<file path="src/rtl/cta_pkg.sv">
`timescale 1ns / 1ps

package cta_pkg;

    // Field widths
    localparam int TARGET_W   = 10;
    localparam int COUNT_W    = 10;
    localparam int PEERS_W    = 8;
    localparam int TOTAL_W    = COUNT_W + 1;
    localparam int INTERVAL_W = 12;
    localparam int JITTER_W   = 10;
    localparam int SILENT_W   = 2;

    // Shared divider sizing: interval * (5*total + 2*T) fits 26 bits, 5*T fits 13 bits
    localparam int MIX_W      = 14;
    localparam int DIVIDEND_W = 26;
    localparam int DIVISOR_W  = 13;
    localparam int DIV_STEPS  = DIVIDEND_W;
    localparam int DIV_CNT_W  = $clog2(DIV_STEPS + 1);

    // Interval limits and defaults, ms
    localparam logic [INTERVAL_W-1:0] INTERVAL_RESET  = 12'd875;
    localparam logic [INTERVAL_W-1:0] INTERVAL_MAX    = 12'd4000;
    localparam logic [INTERVAL_W-1:0] INTERVAL_MIN    = 12'd150;
    localparam logic [INTERVAL_W-1:0] SILENT_DEFAULT  = 12'd1000;
    localparam logic [INTERVAL_W-1:0] NO_PEER_MIN     = 12'd1000;
    localparam logic [INTERVAL_W-1:0] SLOW_ZERO_FLOOR = 12'd50;
    localparam logic [INTERVAL_W-1:0] BIG_STEP_LIMIT  = 12'd300;
    localparam logic [JITTER_W-1:0]   JITTER_RESET    = 10'd250;
    localparam logic [JITTER_W-1:0]   JITTER_MIN      = 10'd25;
    localparam logic [TARGET_W-1:0]   TARGET_RESET    = 10'd20;

    // Speed-up step sizes, ms
    localparam logic [INTERVAL_W-1:0] ADJ_DEFAULT = 12'd10;
    localparam logic [INTERVAL_W-1:0] ADJ_MEDIUM  = 12'd20;
    localparam logic [INTERVAL_W-1:0] ADJ_LARGE   = 12'd50;
    localparam logic [INTERVAL_W-1:0] ADJ_FINE    = 12'd3;

    typedef struct packed {
        logic                  start;
        logic [DIVIDEND_W-1:0] dividend;
        logic [DIVISOR_W-1:0]  divisor;
    } div_req_t;

    typedef struct packed {
        logic                  done;
        logic [DIVIDEND_W-1:0] quotient;
    } div_rsp_t;

endpackage

</file>
<file path="src/rtl/cta_divider.sv">
`timescale 1ns / 1ps

// Restoring divider, one quotient bit per cycle. done pulses with the quotient valid.
module cta_divider
(
    input  logic               clk,
    input  logic               rst_n,
    input  cta_pkg::div_req_t  req,
    output cta_pkg::div_rsp_t  rsp
);

    logic [cta_pkg::DIV_CNT_W-1:0]  cnt_reg;
    logic [cta_pkg::DIV_CNT_W-1:0]  cnt_next;
    logic                           done_reg;
    logic                           done_next;
    logic [cta_pkg::DIVIDEND_W-1:0] quot_reg;
    logic [cta_pkg::DIVIDEND_W-1:0] quot_next;
    logic [cta_pkg::DIVISOR_W-1:0]  rem_reg;
    logic [cta_pkg::DIVISOR_W-1:0]  rem_next;
    logic [cta_pkg::DIVISOR_W-1:0]  dsr_reg;
    logic [cta_pkg::DIVISOR_W-1:0]  dsr_next;
    logic [cta_pkg::DIVISOR_W:0]    trial;
    logic [cta_pkg::DIVISOR_W:0]    diff;
    logic                           ge;

    assign trial = {rem_reg, quot_reg[cta_pkg::DIVIDEND_W-1]};
    assign diff  = trial - {1'b0, dsr_reg};
    assign ge    = (trial >= {1'b0, dsr_reg});

    always_comb
    begin
        cnt_next  = cnt_reg;
        done_next = 1'b0;
        quot_next = quot_reg;
        rem_next  = rem_reg;
        dsr_next  = dsr_reg;
        if (req.start)
        begin
            cnt_next  = cta_pkg::DIV_CNT_W'(cta_pkg::DIV_STEPS);
            quot_next = req.dividend;
            rem_next  = '0;
            dsr_next  = req.divisor;
        end
        else if (cnt_reg != '0)
        begin
            cnt_next  = cnt_reg - 1'b1;
            done_next = (cnt_reg == cta_pkg::DIV_CNT_W'(1));
            quot_next = {quot_reg[cta_pkg::DIVIDEND_W-2:0], ge};
            // remainder stays below the divisor, so the top bit drops
            rem_next  = ge ? diff[cta_pkg::DIVISOR_W-1:0] : trial[cta_pkg::DIVISOR_W-1:0];
        end
    end

    always_ff @(posedge clk or negedge rst_n)
    begin
        if (!rst_n)
        begin
            cnt_reg  <= '0;
            done_reg <= 1'b0;
        end
        else
        begin
            cnt_reg  <= cnt_next;
            done_reg <= done_next;
        end
    end

    always_ff @(posedge clk)
    begin
        quot_reg <= quot_next;
        rem_reg  <= rem_next;
        dsr_reg  <= dsr_next;
    end

    assign rsp.done     = done_reg;
    assign rsp.quotient = quot_reg;

endmodule

</file>
<file path="src/rtl/congestion_tx_interval_adapter.sv">
`timescale 1ns / 1ps

// Path per window: halving or holding goes through ST_CMP and ST_FIN; speeding up with no
//   peers adds ST_APPLY; slowing down goes through ST_MUL and ST_DIV3; speeding up with peers
//   goes through ST_DIV1, ST_DIV2 (skipped when the per-peer share is zero) and ST_APPLY.
//   The divide states use the shared 26-step serial divider. Flow control: one window at a time,
//   s_axis_tready high only while idle; ST_FIN waits while a result word waits for m_axis_tready.
// Reset (rst_n, async, active low): interval 875 ms, jitter 250 ms, silence 0, target 20.
module congestion_tx_interval_adapter
(
    input  logic                             clk,
    input  logic                             rst_n,

    // Configuration: target_per_window
    input  logic                             cfg_valid,
    output logic                             cfg_ready,
    input  logic [cta_pkg::TARGET_W-1:0]     cfg_data,

    // Window word in
    input  logic                             s_axis_tvalid,
    output logic                             s_axis_tready,
    input  logic [31:0]                      s_axis_tdata,  // others_seen[9:0], own_sent[19:10],
                                                            // peer_count[27:20], zero pad

    // Result word out
    output logic                             m_axis_tvalid,
    input  logic                             m_axis_tready,
    output logic [23:0]                      m_axis_tdata,  // tx_interval_ms[11:0],
                                                            // jitter_ms[21:12], zero pad
    output logic [0:0]                       m_axis_tuser   // reset_radio[0]
);

    // Sequencer, one-hot
    typedef enum logic [7:0]
    {
        ST_IDLE  = 8'b0000_0001,   // waiting for a window word
        ST_CMP   = 8'b0000_0010,   // ratio tests, pick path
        ST_DIV1  = 8'b0000_0100,   // share = T / peers
        ST_DIV2  = 8'b0000_1000,   // minimum = 4000 / share
        ST_APPLY = 8'b0001_0000,   // raise interval to minimum
        ST_MUL   = 8'b0010_0000,   // interval * (5*total + 2*T), start divide by 5*T
        ST_DIV3  = 8'b0100_0000,   // slow-down quotient
        ST_FIN   = 8'b1000_0000    // silence rules, jitter, write result
    } state_t;

    state_t state_reg;
    state_t state_next;

    // Control state
    logic [cta_pkg::TARGET_W-1:0]   target_reg;
    logic [cta_pkg::TARGET_W-1:0]   target_next;
    logic [cta_pkg::INTERVAL_W-1:0] interval_reg;
    logic [cta_pkg::INTERVAL_W-1:0] interval_next;
    logic [cta_pkg::JITTER_W-1:0]   jitter_reg;
    logic [cta_pkg::JITTER_W-1:0]   jitter_next;
    logic [cta_pkg::SILENT_W-1:0]   silent_reg;
    logic [cta_pkg::SILENT_W-1:0]   silent_next;
    logic                           radio_reg;
    logic                           radio_next;
    logic                           out_valid_reg;
    logic                           out_valid_next;

    // Working payload
    logic [cta_pkg::COUNT_W-1:0]    others_reg;
    logic [cta_pkg::COUNT_W-1:0]    others_next;
    logic [cta_pkg::COUNT_W-1:0]    own_reg;
    logic [cta_pkg::COUNT_W-1:0]    own_next;
    logic [cta_pkg::PEERS_W-1:0]    peers_reg;
    logic [cta_pkg::PEERS_W-1:0]    peers_next;
    logic [cta_pkg::INTERVAL_W-1:0] work_reg;
    logic [cta_pkg::INTERVAL_W-1:0] work_next;
    logic [cta_pkg::INTERVAL_W-1:0] floor_reg;
    logic [cta_pkg::INTERVAL_W-1:0] floor_next;

    // Datapath helpers
    logic [cta_pkg::TARGET_W-1:0]   t_eff;
    logic [cta_pkg::TOTAL_W-1:0]    total;
    logic [15:0]                    tot16;
    logic [15:0]                    t16;
    logic                           speed_up;
    logic                           quarter;
    logic                           four_fifths;
    logic                           half;
    logic                           near;
    logic                           slow_down;
    logic                           big_iv;
    logic [cta_pkg::INTERVAL_W-1:0] adjust;
    logic [cta_pkg::INTERVAL_W-1:0] iv_sub;
    logic [cta_pkg::MIX_W-1:0]      mix;
    logic [cta_pkg::DIVISOR_W-1:0]  five_t;
    logic [cta_pkg::DIVIDEND_W-1:0] product;
    logic [cta_pkg::DIVIDEND_W-1:0] quot;
    logic [cta_pkg::INTERVAL_W-1:0] iv_fin;
    logic [cta_pkg::JITTER_W-1:0]   jit_raw;
    logic                           out_free;
    logic                           in_accept;

    cta_pkg::div_req_t div_req;
    cta_pkg::div_rsp_t div_rsp;

    cta_divider u_div
    (
        .clk   (clk),
        .rst_n (rst_n),
        .req   (div_req),
        .rsp   (div_rsp)
    );

    // A zero target counts as one
    assign t_eff = (target_reg == '0) ? cta_pkg::TARGET_W'(1) : target_reg;
    assign total = cta_pkg::TOTAL_W'(others_reg) + cta_pkg::TOTAL_W'(own_reg);
    assign tot16 = 16'(total);
    assign t16   = 16'(t_eff);

    // Ratio tests as exact cross products
    assign speed_up    = (tot16 * 16'd20) < (t16 * 16'd19);
    assign quarter     = (tot16 * 16'd4)  < t16;
    assign four_fifths = (tot16 * 16'd5)  < (t16 * 16'd4);
    assign half        = (tot16 * 16'd2)  < t16;
    assign near        = (tot16 * 16'd10) > (t16 * 16'd9);
    assign slow_down   = tot16 > t16;
    assign big_iv      = interval_reg > cta_pkg::BIG_STEP_LIMIT;

    // Step size: later tests win
    always_comb
    begin
        adjust = cta_pkg::ADJ_DEFAULT;
        if (four_fifths && big_iv)
        begin
            adjust = cta_pkg::ADJ_MEDIUM;
        end
        if (half && big_iv)
        begin
            adjust = cta_pkg::ADJ_LARGE;
        end
        if (near)
        begin
            adjust = cta_pkg::ADJ_FINE;
        end
    end

    // Only step down when we are not the main talker
    always_comb
    begin
        iv_sub = interval_reg;
        if (own_reg <= others_reg)
        begin
            iv_sub = (interval_reg > adjust) ? (interval_reg - adjust) : '0;
        end
    end

    assign mix     = cta_pkg::MIX_W'(total) * cta_pkg::MIX_W'(5)
                   + cta_pkg::MIX_W'(t_eff) * cta_pkg::MIX_W'(2);
    assign five_t  = cta_pkg::DIVISOR_W'(t_eff) * cta_pkg::DIVISOR_W'(5);
    assign product = cta_pkg::DIVIDEND_W'(interval_reg) * cta_pkg::DIVIDEND_W'(mix);
    assign quot    = div_rsp.quotient;

    // Silent window forces the default; jitter is taken before the 150 ms floor
    assign iv_fin  = (others_reg == '0) ? cta_pkg::SILENT_DEFAULT : work_reg;
    assign jit_raw = iv_fin[cta_pkg::INTERVAL_W-1:2];

    assign out_free      = !out_valid_reg || m_axis_tready;
    assign s_axis_tready = (state_reg == ST_IDLE);
    assign in_accept     = s_axis_tvalid && s_axis_tready;
    assign cfg_ready     = 1'b1;

    always_comb
    begin
        state_next     = state_reg;
        target_next    = target_reg;
        interval_next  = interval_reg;
        jitter_next    = jitter_reg;
        silent_next    = silent_reg;
        radio_next     = radio_reg;
        out_valid_next = out_valid_reg && !m_axis_tready;
        others_next    = others_reg;
        own_next       = own_reg;
        peers_next     = peers_reg;
        work_next      = work_reg;
        floor_next     = floor_reg;
        div_req        = '0;

        if (cfg_valid)
        begin
            target_next = cfg_data;
        end

        unique case (state_reg)
            ST_IDLE:
            begin
                if (in_accept)
                begin
                    others_next = s_axis_tdata[9:0];
                    own_next    = s_axis_tdata[19:10];
                    peers_next  = s_axis_tdata[27:20];
                    state_next  = ST_CMP;
                end
            end
            ST_CMP:
            begin
                priority if (speed_up && quarter)
                begin
                    work_next  = {1'b0, interval_reg[cta_pkg::INTERVAL_W-1:1]};
                    state_next = ST_FIN;
                end
                else if (speed_up)
                begin
                    work_next = iv_sub;
                    if (peers_reg == '0)
                    begin
                        floor_next = cta_pkg::NO_PEER_MIN;
                        state_next = ST_APPLY;
                    end
                    else
                    begin
                        div_req.start    = 1'b1;
                        div_req.dividend = cta_pkg::DIVIDEND_W'(t_eff);
                        div_req.divisor  = cta_pkg::DIVISOR_W'(peers_reg);
                        state_next       = ST_DIV1;
                    end
                end
                else if (slow_down)
                begin
                    state_next = ST_MUL;
                end
                else
                begin
                    work_next  = interval_reg;
                    state_next = ST_FIN;
                end
            end
            ST_DIV1:
            begin
                if (div_rsp.done)
                begin
                    if (quot == '0)
                    begin
                        // share rounds to nothing
                        floor_next = cta_pkg::INTERVAL_MAX;
                        state_next = ST_APPLY;
                    end
                    else
                    begin
                        div_req.start    = 1'b1;
                        div_req.dividend = cta_pkg::DIVIDEND_W'(cta_pkg::INTERVAL_MAX);
                        div_req.divisor  = quot[cta_pkg::DIVISOR_W-1:0];
                        state_next       = ST_DIV2;
                    end
                end
            end
            ST_DIV2:
            begin
                if (div_rsp.done)
                begin
                    floor_next = quot[cta_pkg::INTERVAL_W-1:0];
                    state_next = ST_APPLY;
                end
            end
            ST_APPLY:
            begin
                if (work_reg < floor_reg)
                begin
                    work_next = floor_reg;
                end
                state_next = ST_FIN;
            end
            ST_MUL:
            begin
                div_req.start    = 1'b1;
                div_req.dividend = product;
                div_req.divisor  = five_t;
                state_next       = ST_DIV3;
            end
            ST_DIV3:
            begin
                if (div_rsp.done)
                begin
                    priority if (quot == '0)
                    begin
                        work_next = cta_pkg::SLOW_ZERO_FLOOR;
                    end
                    else if (quot > cta_pkg::DIVIDEND_W'(cta_pkg::INTERVAL_MAX))
                    begin
                        work_next = cta_pkg::INTERVAL_MAX;
                    end
                    else
                    begin
                        work_next = quot[cta_pkg::INTERVAL_W-1:0];
                    end
                    state_next = ST_FIN;
                end
            end
            ST_FIN:
            begin
                // wait here while the previous result is still unread
                if (out_free)
                begin
                    jitter_next   = (jit_raw < cta_pkg::JITTER_MIN) ? cta_pkg::JITTER_MIN
                                                                    : jit_raw;
                    interval_next = (iv_fin < cta_pkg::INTERVAL_MIN) ? cta_pkg::INTERVAL_MIN
                                                                     : iv_fin;
                    radio_next    = 1'b0;
                    priority if (others_reg != '0)
                    begin
                        silent_next = '0;
                    end
                    else if (silent_reg == '1)
                    begin
                        silent_next = '0;
                        radio_next  = 1'b1;
                    end
                    else
                    begin
                        silent_next = silent_reg + 1'b1;
                    end
                    out_valid_next = 1'b1;
                    state_next     = ST_IDLE;
                end
            end
            default:
            begin
                state_next = ST_IDLE;
            end
        endcase
    end

    always_ff @(posedge clk or negedge rst_n)
    begin
        if (!rst_n)
        begin
            state_reg     <= ST_IDLE;
            target_reg    <= cta_pkg::TARGET_RESET;
            interval_reg  <= cta_pkg::INTERVAL_RESET;
            jitter_reg    <= cta_pkg::JITTER_RESET;
            silent_reg    <= '0;
            radio_reg     <= 1'b0;
            out_valid_reg <= 1'b0;
        end
        else
        begin
            state_reg     <= state_next;
            target_reg    <= target_next;
            interval_reg  <= interval_next;
            jitter_reg    <= jitter_next;
            silent_reg    <= silent_next;
            radio_reg     <= radio_next;
            out_valid_reg <= out_valid_next;
        end
    end

    always_ff @(posedge clk)
    begin
        others_reg <= others_next;
        own_reg    <= own_next;
        peers_reg  <= peers_next;
        work_reg   <= work_next;
        floor_reg  <= floor_next;
    end

    // Interval and jitter state only move in ST_FIN, once the result word has gone
    assign m_axis_tvalid = out_valid_reg;
    assign m_axis_tdata  = {2'b00, jitter_reg, interval_reg};
    assign m_axis_tuser  = radio_reg;

endmodule

</file>
<file path="config.mk">
export PLATFORM = sky130hd
export DESIGN_NAME = congestion_tx_interval_adapter
export DESIGN_NICKNAME = d
export VERILOG_FILES = /design/src/rtl/cta_pkg.sv /design/src/rtl/cta_divider.sv /design/src/rtl/congestion_tx_interval_adapter.sv
export SDC_FILE = /design/constraint.sdc
export NUM_CORES = 1
export LEC_CHECK = 0
export BUFFER_PORTS_ARGS = -buffer_cell sky130_fd_sc_hd__buf_2
export CAP_MARGIN = 20
export CORE_AREA = 2 2 250 252
export CTS_CLUSTER_SIZE = 8
export DETAILED_ROUTE_END_ITERATION = 8
export DIE_AREA = 0 0 252 254
export PLACE_DENSITY = 0.42
export SYNTH_ARGS = -nofsm -noshare
export SYNTH_HDL_FRONTEND = slang
export SYNTH_SLANG_ARGS = --single-unit
</file>
<file path="constraint.sdc">
create_clock -name clk -period 13 [get_ports clk]
set_input_delay 1.3 -clock clk [delete_from_list [all_inputs] [get_ports clk]]
set_output_delay 1.3 -clock clk [all_outputs]
set_load 0.01 [all_outputs]
</file>
# == Word-level counts from Yosys, hierarchy flattened ==
# Index checks and enable logic that the tools add are counted.
# classes
addsub,6
multipliers,8
magnitude_cmp,14
n_eq_ne,21
muxes,54
n_reduce_logical,22
# ops
operator,n
two-way mux 12 bit,18
two-way mux 40 bit,5
case mux 40 bit (3 select lines),1
case mux 12 bit (3 select lines),2
two-way mux 8 bit,8
case mux 8 bit (8 select lines),1
multiplier 11 x 3 -> 14 bit (second input constant),4
two-way mux 26 bit,2
> comparator 26 x 12 -> 1 bit (second input constant),1
zero test 26 bit,1
multiplier 12 x 14 -> 26 bit,1
two-way mux 5 bit,5
zero test 10 bit,2
two-way mux 10 bit,2
< comparator 16 x 15 -> 1 bit,1
> comparator 15 x 14 -> 1 bit,1
multiplier 10 x 5 -> 15 bit (second input constant),1
adder 14 x 11 -> 14 bit,1
greater-or-equal comparator 14 x 13 -> 1 bit,1
< comparator 14 x 12 -> 1 bit,1
multiplier 10 x 4 -> 14 bit (second input constant),1
< comparator 13 x 10 -> 1 bit,1
multiplier 10 x 3 -> 13 bit (second input constant),1
two-way mux 13 bit,1
41 further kinds,62
# totals
register_bits,154
in_bits,47

# == Longest topological paths before layout ==
# Gate-level depths: netlist of the first run.
# depth
word_depth,13
ltp_mapped,40

# == Modules after synthesis ==
# A second synthesis of the first run with hierarchy kept.
# unflattened
cells_unflattened,2037
area_unflattened_um2,18480.2
# by_module_without_submodules
module,n_inst,cells_per_inst,area_each_um2
congestion_tx_interval_adapter,1,1751,15220.8
cta_divider,1,286,3259.4

# == Worst setup path before layout of the first run ==
# Ideal clock, no wire load.
# synth_path
kind,reg2reg
startpoint,register others_reg[0] (netlist name)
endpoint,register u_div.quot_reg[25] (netlist name) (data pin)
arrival_ns,8.649
slack_ns,4.081
path_stages_with_launch,40
n_path_buf,1
synth_period_minus_slack_ns,8.919
path_cell_list,edfxtp_1 -> ha_1 -> fa_1 -> nor2b_1 -> nor2_1 -> o21bai_1 -> xnor2_1 -> ha_1 -> inv_1 -> fa_1 -> inv_1 -> ha_1 -> a21o_1 -> a21oi_1 -> o21bai_1 -> a21oi_1 -> o21ai_0 -> a21o_1 -> (+4 left out) -> fa_1 -> inv_1 -> fa_1 -> fa_1 -> fa_1 -> inv_1 -> fa_1 -> inv_1 -> ha_1 -> a21oi_1 -> nor2b_1 -> o21ai_0 -> a21oi_1 -> a211o_1 -> o211ai_1 -> o21ai_0 -> xnor2_1 -> o22ai_1
# synth_between
elab_chain_cells,7
# synth_rtl
item,line_no,text
from (decl),congestion_tx_interval_adapter.sv:64,logic [cta_pkg::COUNT_W-1:0] others_reg;
from (signal assigned),congestion_tx_interval_adapter.sv:353,others_reg <= others_next;
adder 10 x 10 -> 11 bit *,congestion_tx_interval_adapter.sv:111,assign total = cta_pkg::TOTAL_W'(others_reg) + cta_pkg::TOTAL_W'(own_reg);
"parallel branches: the longest is 4 deep, another holds multiplier 12 x 14 -> 26 bit",-,
case mux 40 bit (3 select lines) *,congestion_tx_interval_adapter.sv:188,unique case (state_reg)
two-way mux 26 bit *,cta_divider.sv:37,if (req.start)
net u_div.quot_next (one bit),cta_divider.sv:17,logic [cta_pkg::DIVIDEND_W-1:0] quot_next;
to (signal assigned),cta_divider.sv:70,quot_reg <= quot_next;
to (decl),cta_divider.sv:16,logic [cta_pkg::DIVIDEND_W-1:0] quot_reg;
# Mark *: on every way through the listed nets, which the timed path passes.
# A chain may end at the register's enable or synchronous reset.

# == Final worst setup path of the first run ==
# Same ends and word-level chain as after synthesis.

==> key figures, run 1 <==
Run status
  • Outcome: finished clean

Layout
  • Layout cells sized above 1: 0.0854
  • Max FFs per register: 26
  • Net count reported at finish: 2517
  • Core Util, Final: 0.328
  • # diodes: 0
  • Area delta synth->final: 10.1%

Floorplan
  • Die footprint: 64000 um2
  • Initial Util: 0.298
  • Rows: 91
  • Die H: 254 um
  • I/O Pins: 75
  • Chip width: 252 um
  • Placeable Area: 61300 um2

Synth
  • Top post-synthesis cells by area: ha_1, fa_1, edfxtp_1
  • Register area share after synthesis: 0.234
  • Synth top area share: 0.169
  • Mapped Cells: 2044
  • Main synth FF type: edfxtp_1
  • Synth top cells by count: inv_1, ha_1, nand2_1
  • Most instantiated library cell after synthesis: inv_1
  • Synth Register Bits: 154
  • Ys async rst share: 0.325
  • Synthesized area per cell: 8.92 um2
  • Cell taking the most area after synthesis: ha_1
  • Post-synthesis cell type count: 83
  • Syn. warnings: 0
  • EDFF count, synth: 91
  • Mapped cell area: 18200 um2

Timing
  • Final Critical Period: 9.98 ns
  • Final worst-path cycle share: 0.768
  • Final Hold Fails: 0
  • Unrepaired setup endpoints after global routing: no
  • Fmax: 100 MHz
  • Worst-Margin Slew: 1.02 ns
  • Max_slew headroom: 0.319
  • Setup Skew: 0.0137 ns
  • Setup violators final: 0
  • Slew Limit Fails: 0
  • Setup TNS: 0 ns

Routing
  • Initial DRC Count: 870
  • First drt pass iteration count: 6
  • Vias: 14555
  • Antenna viol nets, final: 0
  • Met3 wire len: 2.97 mm
  • Final wirelength: 54.6 mm
  • Drt wl/cell: 18.9 um
  • Drc violations: 0
  • DR vias/cell: 5.05
  • Top sig layer: met5
  • Met2 WL: 24.0 mm
  • Metal1 wirelength: 26.7 mm

GRT
  • Overflow after GRT: 0
  • Pin count of the biggest net entering global routing: 51
  • Vias in the first global route: 15011
  • Initial antenna violation count: 1
  • Gr usage total: 0.176
  • First-pass GRT wire length: 86.4 mm

Clock network
  • Clock Latency Late Sink: 0.47 ns
  • H-tree depth: 4
  • Post-CTS resize count: 0
  • Hold Buf Count CTS: 0
  • Root buf cell: clkbuf_16
  • Post-CTS Repair Setup Buffers: 0
  • CTS tree: built
  • Number of buffers created by CTS: 17
  • CTS Buffer Depth: 2
  • Reg clk slew, reported paths: 0.07 ns
  • TritonCTS Sinks: 154

Pwr
  • Clock power share: 0.091
  • Peak VDD IR: 0.000546 V
  • Part of the power in registers: 0.093
  • P_sw: 0.00288 W
  • Sw Share: 0.510
  • Leak Pwr: 9.67 nW
  • Combinational power share: 0.816
  • Pwr/cell area: 281 nW/um2
  • Int Power: 0.00276 W

Setup path
  • Worst path max stage delay: 0.56 ns
  • Critical path fanouts, max: 12
  • Crit. End Element: flip-flop
  • Most used cell, CP: fa_1
  • WP data required: 13.20 ns
  • Crit-path slowest cell: fa_1
  • CP Launch Type: flip-flop
  • Crit path kind: flip-flop to flip-flop
  • WP data arrival: 10.17 ns

Placement
  • Dpl hpwl: 43.5 mm
  • Placer Congestion: 0.820
  • Port buffer count: 67

Flow run
  • Total of max-cap violations: 0

Hold path
  • Worst hold path class: flip-flop to flip-flop
-- final timing paths --
check                                               from                      endpoint  slack (ns)  cells after the start
worst max-delay path             others_reg[0]$_DFFE_PP_  u_div.quot_reg[25]$_DFFE_PP_        3.02                     37
worst min-delay path            m_axis_tuser$_DFFE_PN0P_      m_axis_tuser$_DFFE_PN0P_        0.48                      2
worst max register to register   others_reg[0]$_DFFE_PP_  u_div.quot_reg[25]$_DFFE_PP_        3.02                     37
worst min register to register  m_axis_tuser$_DFFE_PN0P_      m_axis_tuser$_DFFE_PN0P_        0.48                      2
max in group asynchronous                          rst_n     target_reg[5]$_DFFE_PN0P_       11.51                      2
min in group asynchronous                          rst_n  interval_reg[10]$_DFFE_PN0P_        0.97                      2
-- per-layer routing --
metal | global-route usage | up-vias
li1 | - | 7016
met2 | 0.277 | 279
met4 | 0.0387 | 2
met5 | 0 | -
met1 | 0.246 | 7220
met3 | 0.0381 | 38
-- through the flow --
step | hold slack, ns | instances | area (um2) | total power [W] | setup slack [ns]
final | 0.475 | 2885 | 20100 | 0.00564 | 3.02
after global routing | 0.495 | 2885 | 20100 | 0.00641 | 2.32
after CTS | 0.481 | 2884 | 20100 | 0.00574 | 2.98
after detailed placement | 0.463 | 2852 | 19500 | 0.00518 | 3.01
after global placement | 0.453 | 2852 | 19500 | 0.00518 | 3.06
after floorplan | 0.443 | 2045 | 18200 | 0.00408 | 4.08
-- power by group through the flow --
stage	combinational (W)	clock (W)	sequential, W
6_report	0.00460	0.000514	0.000526
5_1_grt	0.00533	0.000548	0.000526
4_1_cts	0.00469	0.000529	0.000526
3_5_place_dp	0.00464	0	0.000536
3_3_place_gp	0.00465	0	0.000536
2_1_floorplan	0.00355	0	0.000531
-- logic make-up (layout without fill, tap and decap cells) --
family	after synthesis	in the layout	synth area share
multiplexers	15	15	0.00830
other	2	3	0.000412
flip-flops	154	154	0.234
XOR/XNOR	82	82	0.0394
AO/OA/AOI/OAI	407	407	0.144
AND/OR/NAND/NOR	607	607	0.166
buffers and inverters	385	435	0.0820
adder cells (fa/ha/maj)	392	392	0.327
-- cells in the final DEF, fill, tap and decap left out, types with 27 or more instances in the layout --
master    synthesis  layout
edfxtp_1         91      91
nand3_1          32      32
nor3_1           36      36
xnor2_1          52      51
xor2_1           30      30
nand2_1         205     205
fa_1            142     142
and2_1           68      68
buf_4             6      38
a21oi_1         106     106
nor2b_1          27      27
nor2_1          115     115
buf_2            10      67
ha_1            246     246
dfrtp_1          34      34
inv_1           296     296
o21ai_0          97      97
a21o_1           39      39
-- worst max-delay path: cells and delay by family (launching register included) --
| kind | cells | cell delay (ns) |
|---|---|---|
| simple gates | 5 | 0.62 |
| compound gates | 13 | 2.49 |
| flops | 1 | 0.42 |
| xor+xnor | 3 | 1.12 |
| fa+ha+maj | 11 | 4.78 |
| buf+inv | 5 | 0.26 |
-- final cells by class --
type	instances	area [um2]
multi-input combinational	1506	12500
timing repair buffer	106	628
clock inverter	8	85.1
sequential	154	4260
inverter	297	1110
clock buffer	24	493
fill	6421	41200
tap	790	988
No activity file was read; power rests on OpenSTA's default activity.
==> inputs of run 2 (changes only) <==
==> constraint.sdc (replaced) <==
create_clock -name clk -period 10 [get_ports clk]
set_input_delay 1 -clock clk [delete_from_list [all_inputs] [get_ports clk]]
set_output_delay 1 -clock clk [all_outputs]
set_load 0.01 [all_outputs]
==> run 2 against run 1 <==
  * Sequential cell count is the same
  * Critical endpoint unchanged
  * Non-clock buffer count increased by 11
  * Wire length up 1.0%
  * Combinational power up 33%
  * Critical path depth is 1 higher
  * Total power grew 32%
  * Clock-buffer cell count is 7 lower
  * Largest cell class unchanged
  * Die area stayed put
==> key figures, run 2 (same netlist as run 1, synthesis figures left out) <==
GRT
  • Gr usage total: 0.176
  • Initial antenna violation count: 1
  • First-pass GRT wire length: 86.6 mm
  • Overflow after GRT: 0
  • Pin count of the biggest net entering global routing: 51
  • Vias in the first global route: 15005

Setup path
  • CP Depth: 38
  • WP data required: 10.20 ns
  • FF-to-FF path depth: 38
  • Critical Path End: u_div.quot_reg[25]$_DFFE_PP_
  • Crit path kind: flip-flop to flip-flop
  • WP data arrival: 9.60 ns
  • CP Launch Type: flip-flop
  • Delay-heaviest family, CP: adder cells
  • Crit. End Element: flip-flop
  • Critical Path Start: others_reg[0]$_DFFE_PP_
  • Reg-to-Reg Start: others_reg[0]$_DFFE_PP_
  • Crit-path slowest cell: fa_1
  • Worst R2R End: u_div.quot_reg[25]$_DFFE_PP_
  • Critical path fanouts, max: 5
  • Worst path max stage delay: 0.56 ns
  • CP Buf/Inv Count: 8
  • Worst R2R Setup Slack: 0.60 ns

Pwr
  • Pwr/cell area: 369 nW/um2
  • Peak VDD IR: 0.000643 V
  • Leak Pwr: 9.76 nW

Timing
  • Setup TNS: 0 ns
  • Fmax: 106 MHz
  • Final Hold Fails: 0
  • Final Critical Period: 9.40 ns
  • Setup violators final: 0
  • Max_slew headroom: 0.275
  • Slew Limit Fails: 0
  • Final worst-path cycle share: 0.940
  • Fin worst setup slack: 0.599 ns
  • Worst hold slack: 0.477 ns
  • Worst-Margin Slew: 1.09 ns
  • Setup Skew: 0.0124 ns
  • Unrepaired setup endpoints after global routing: no

Clock network
  • Root buf cell: clkbuf_16
  • Reg clk slew, reported paths: 0.08 ns
  • Clock Latency Late Sink: 0.46 ns
  • TritonCTS Sinks: 154
  • Post-CTS Repair Setup Buffers: 0
  • H-tree depth: 4
  • Hold Buf Count CTS: 0
  • Number of buffers created by CTS: 17
  • CTS Buffer Depth: 2
  • CTS tree: built

Routing
  • Antenna viol nets, final: 0
  • Vias: 14567
  • Initial DRC Count: 876
  • Final wirelength: 55.2 mm
  • Drc violations: 0
  • Drt wl/cell: 19.0 um
  • DR vias/cell: 5.03
  • First drt pass iteration count: 6

Floorplan
  • Die H: 254 um
  • I/O Pins: 75
  • Rows: 91
  • Initial Util: 0.298
  • Chip width: 252 um
  • Die footprint: 64000 um2
  • Placeable Area: 61300 um2

Layout
  • Max FFs per register: 26
  • Fin cells: 2896
  • Fillers: 6484
  • # diodes: 0
  • Commonest non-fill, non-tap cell in the layout: inv_1
  • Area delta synth->final: 11.0%
  • Net count reported at finish: 2528
  • Most frequent cells in the layout: inv_1, ha_1, nand2_1, fa_1, nor2_1
  • Core Util, Final: 0.330
  • Layout cells sized above 1: 0.0978

Placement
  • Port buffer count: 67
  • Dpl hpwl: 44.1 mm
  • Worst slack at placement: 0.341 ns
  • Placer Congestion: 0.844
  • Dpl cells: 2863

Hold path
  • Worst hold path class: flip-flop to flip-flop
  • Hold_sp: u_div.rem_reg[0]$_SDFFE_PP0P_

Flow run
  • Total of max-cap violations: 0

Run status
  • Outcome: finished clean
## run 2: cell count changes in the layout (fill, tap and decap cells not counted), sizes merged
cell      delta
inv          +6
clkinvlp     +1
buf         +12
clkbuf       -8
bufinv       -1
clkinv       +1
## run 2: through the flow
stage | area, um2 | power [W]
finish | 20200 | 0.00746
global route | 20200 | 0.00836
CTS | 20200 | 0.00750
detailed placement | 19600 | 0.00678
global placement | 19600 | 0.00676
floorplan | 18200 | 0.00530
## run 2: layout make-up
class | instances | area (um2) | share of cell area
multi-input combinational | 1506 | 12600 | 0.621
sequential | 154 | 4260 | 0.211
inverter | 297 | 1110 | 0.0551
tap | 790 | 988 | 0.0488
timing repair buffer | 117 | 706 | 0.0349
clock buffer | 17 | 425 | 0.0210
clock inverter | 15 | 163 | 0.00804
## run 2: worst min-delay path by stage
stage                                         end  depth (start not counted)  slack (ns)
floorplan               silent_reg[1]$_DFFE_PN0P_                          2        0.44
global placement        silent_reg[1]$_DFFE_PN0P_                          2        0.45
detailed placement       m_axis_tuser$_DFFE_PN0P_                          2        0.46
CTS                 u_div.rem_reg[0]$_SDFFE_PP0P_                          2        0.48
global route        u_div.rem_reg[0]$_SDFFE_PP0P_                          2        0.50
finish              u_div.rem_reg[0]$_SDFFE_PP0P_                          2        0.48
## run 2: metal layers
metal / wire length (um) / vias to the layer above / GRT usage
met5: 13 / - / 0
met2: 24200 / 258 / 0.274
met1: 27600 / 7228 / 0.254
li1: - / 7038 / -
met4: 1030 / 2 / 0.0414
met3: 2330 / 41 / 0.0279
## run 2: tightest hold or removal path, stage by stage, from the launching register on
cell	delay, ns
dfxtp_1	0.33
nand2_1	0.06
a21oi_1	0.05
## run 2: where the power goes
group	switching, W	total [W]	internal [W]
Combinational	0.00354	0.00610	0.00256
Sequential	0.00000354	0.000678	0.000674
Clock	0.000340	0.000676	0.000336
Total	0.00388	0.00746	0.00357
## run 2: repair_timing
item,4_1_cts,5_1_grt
endpoints found under the setup margin,0,5
hold endpoints to repair,0,0
gates resized for setup,0,10
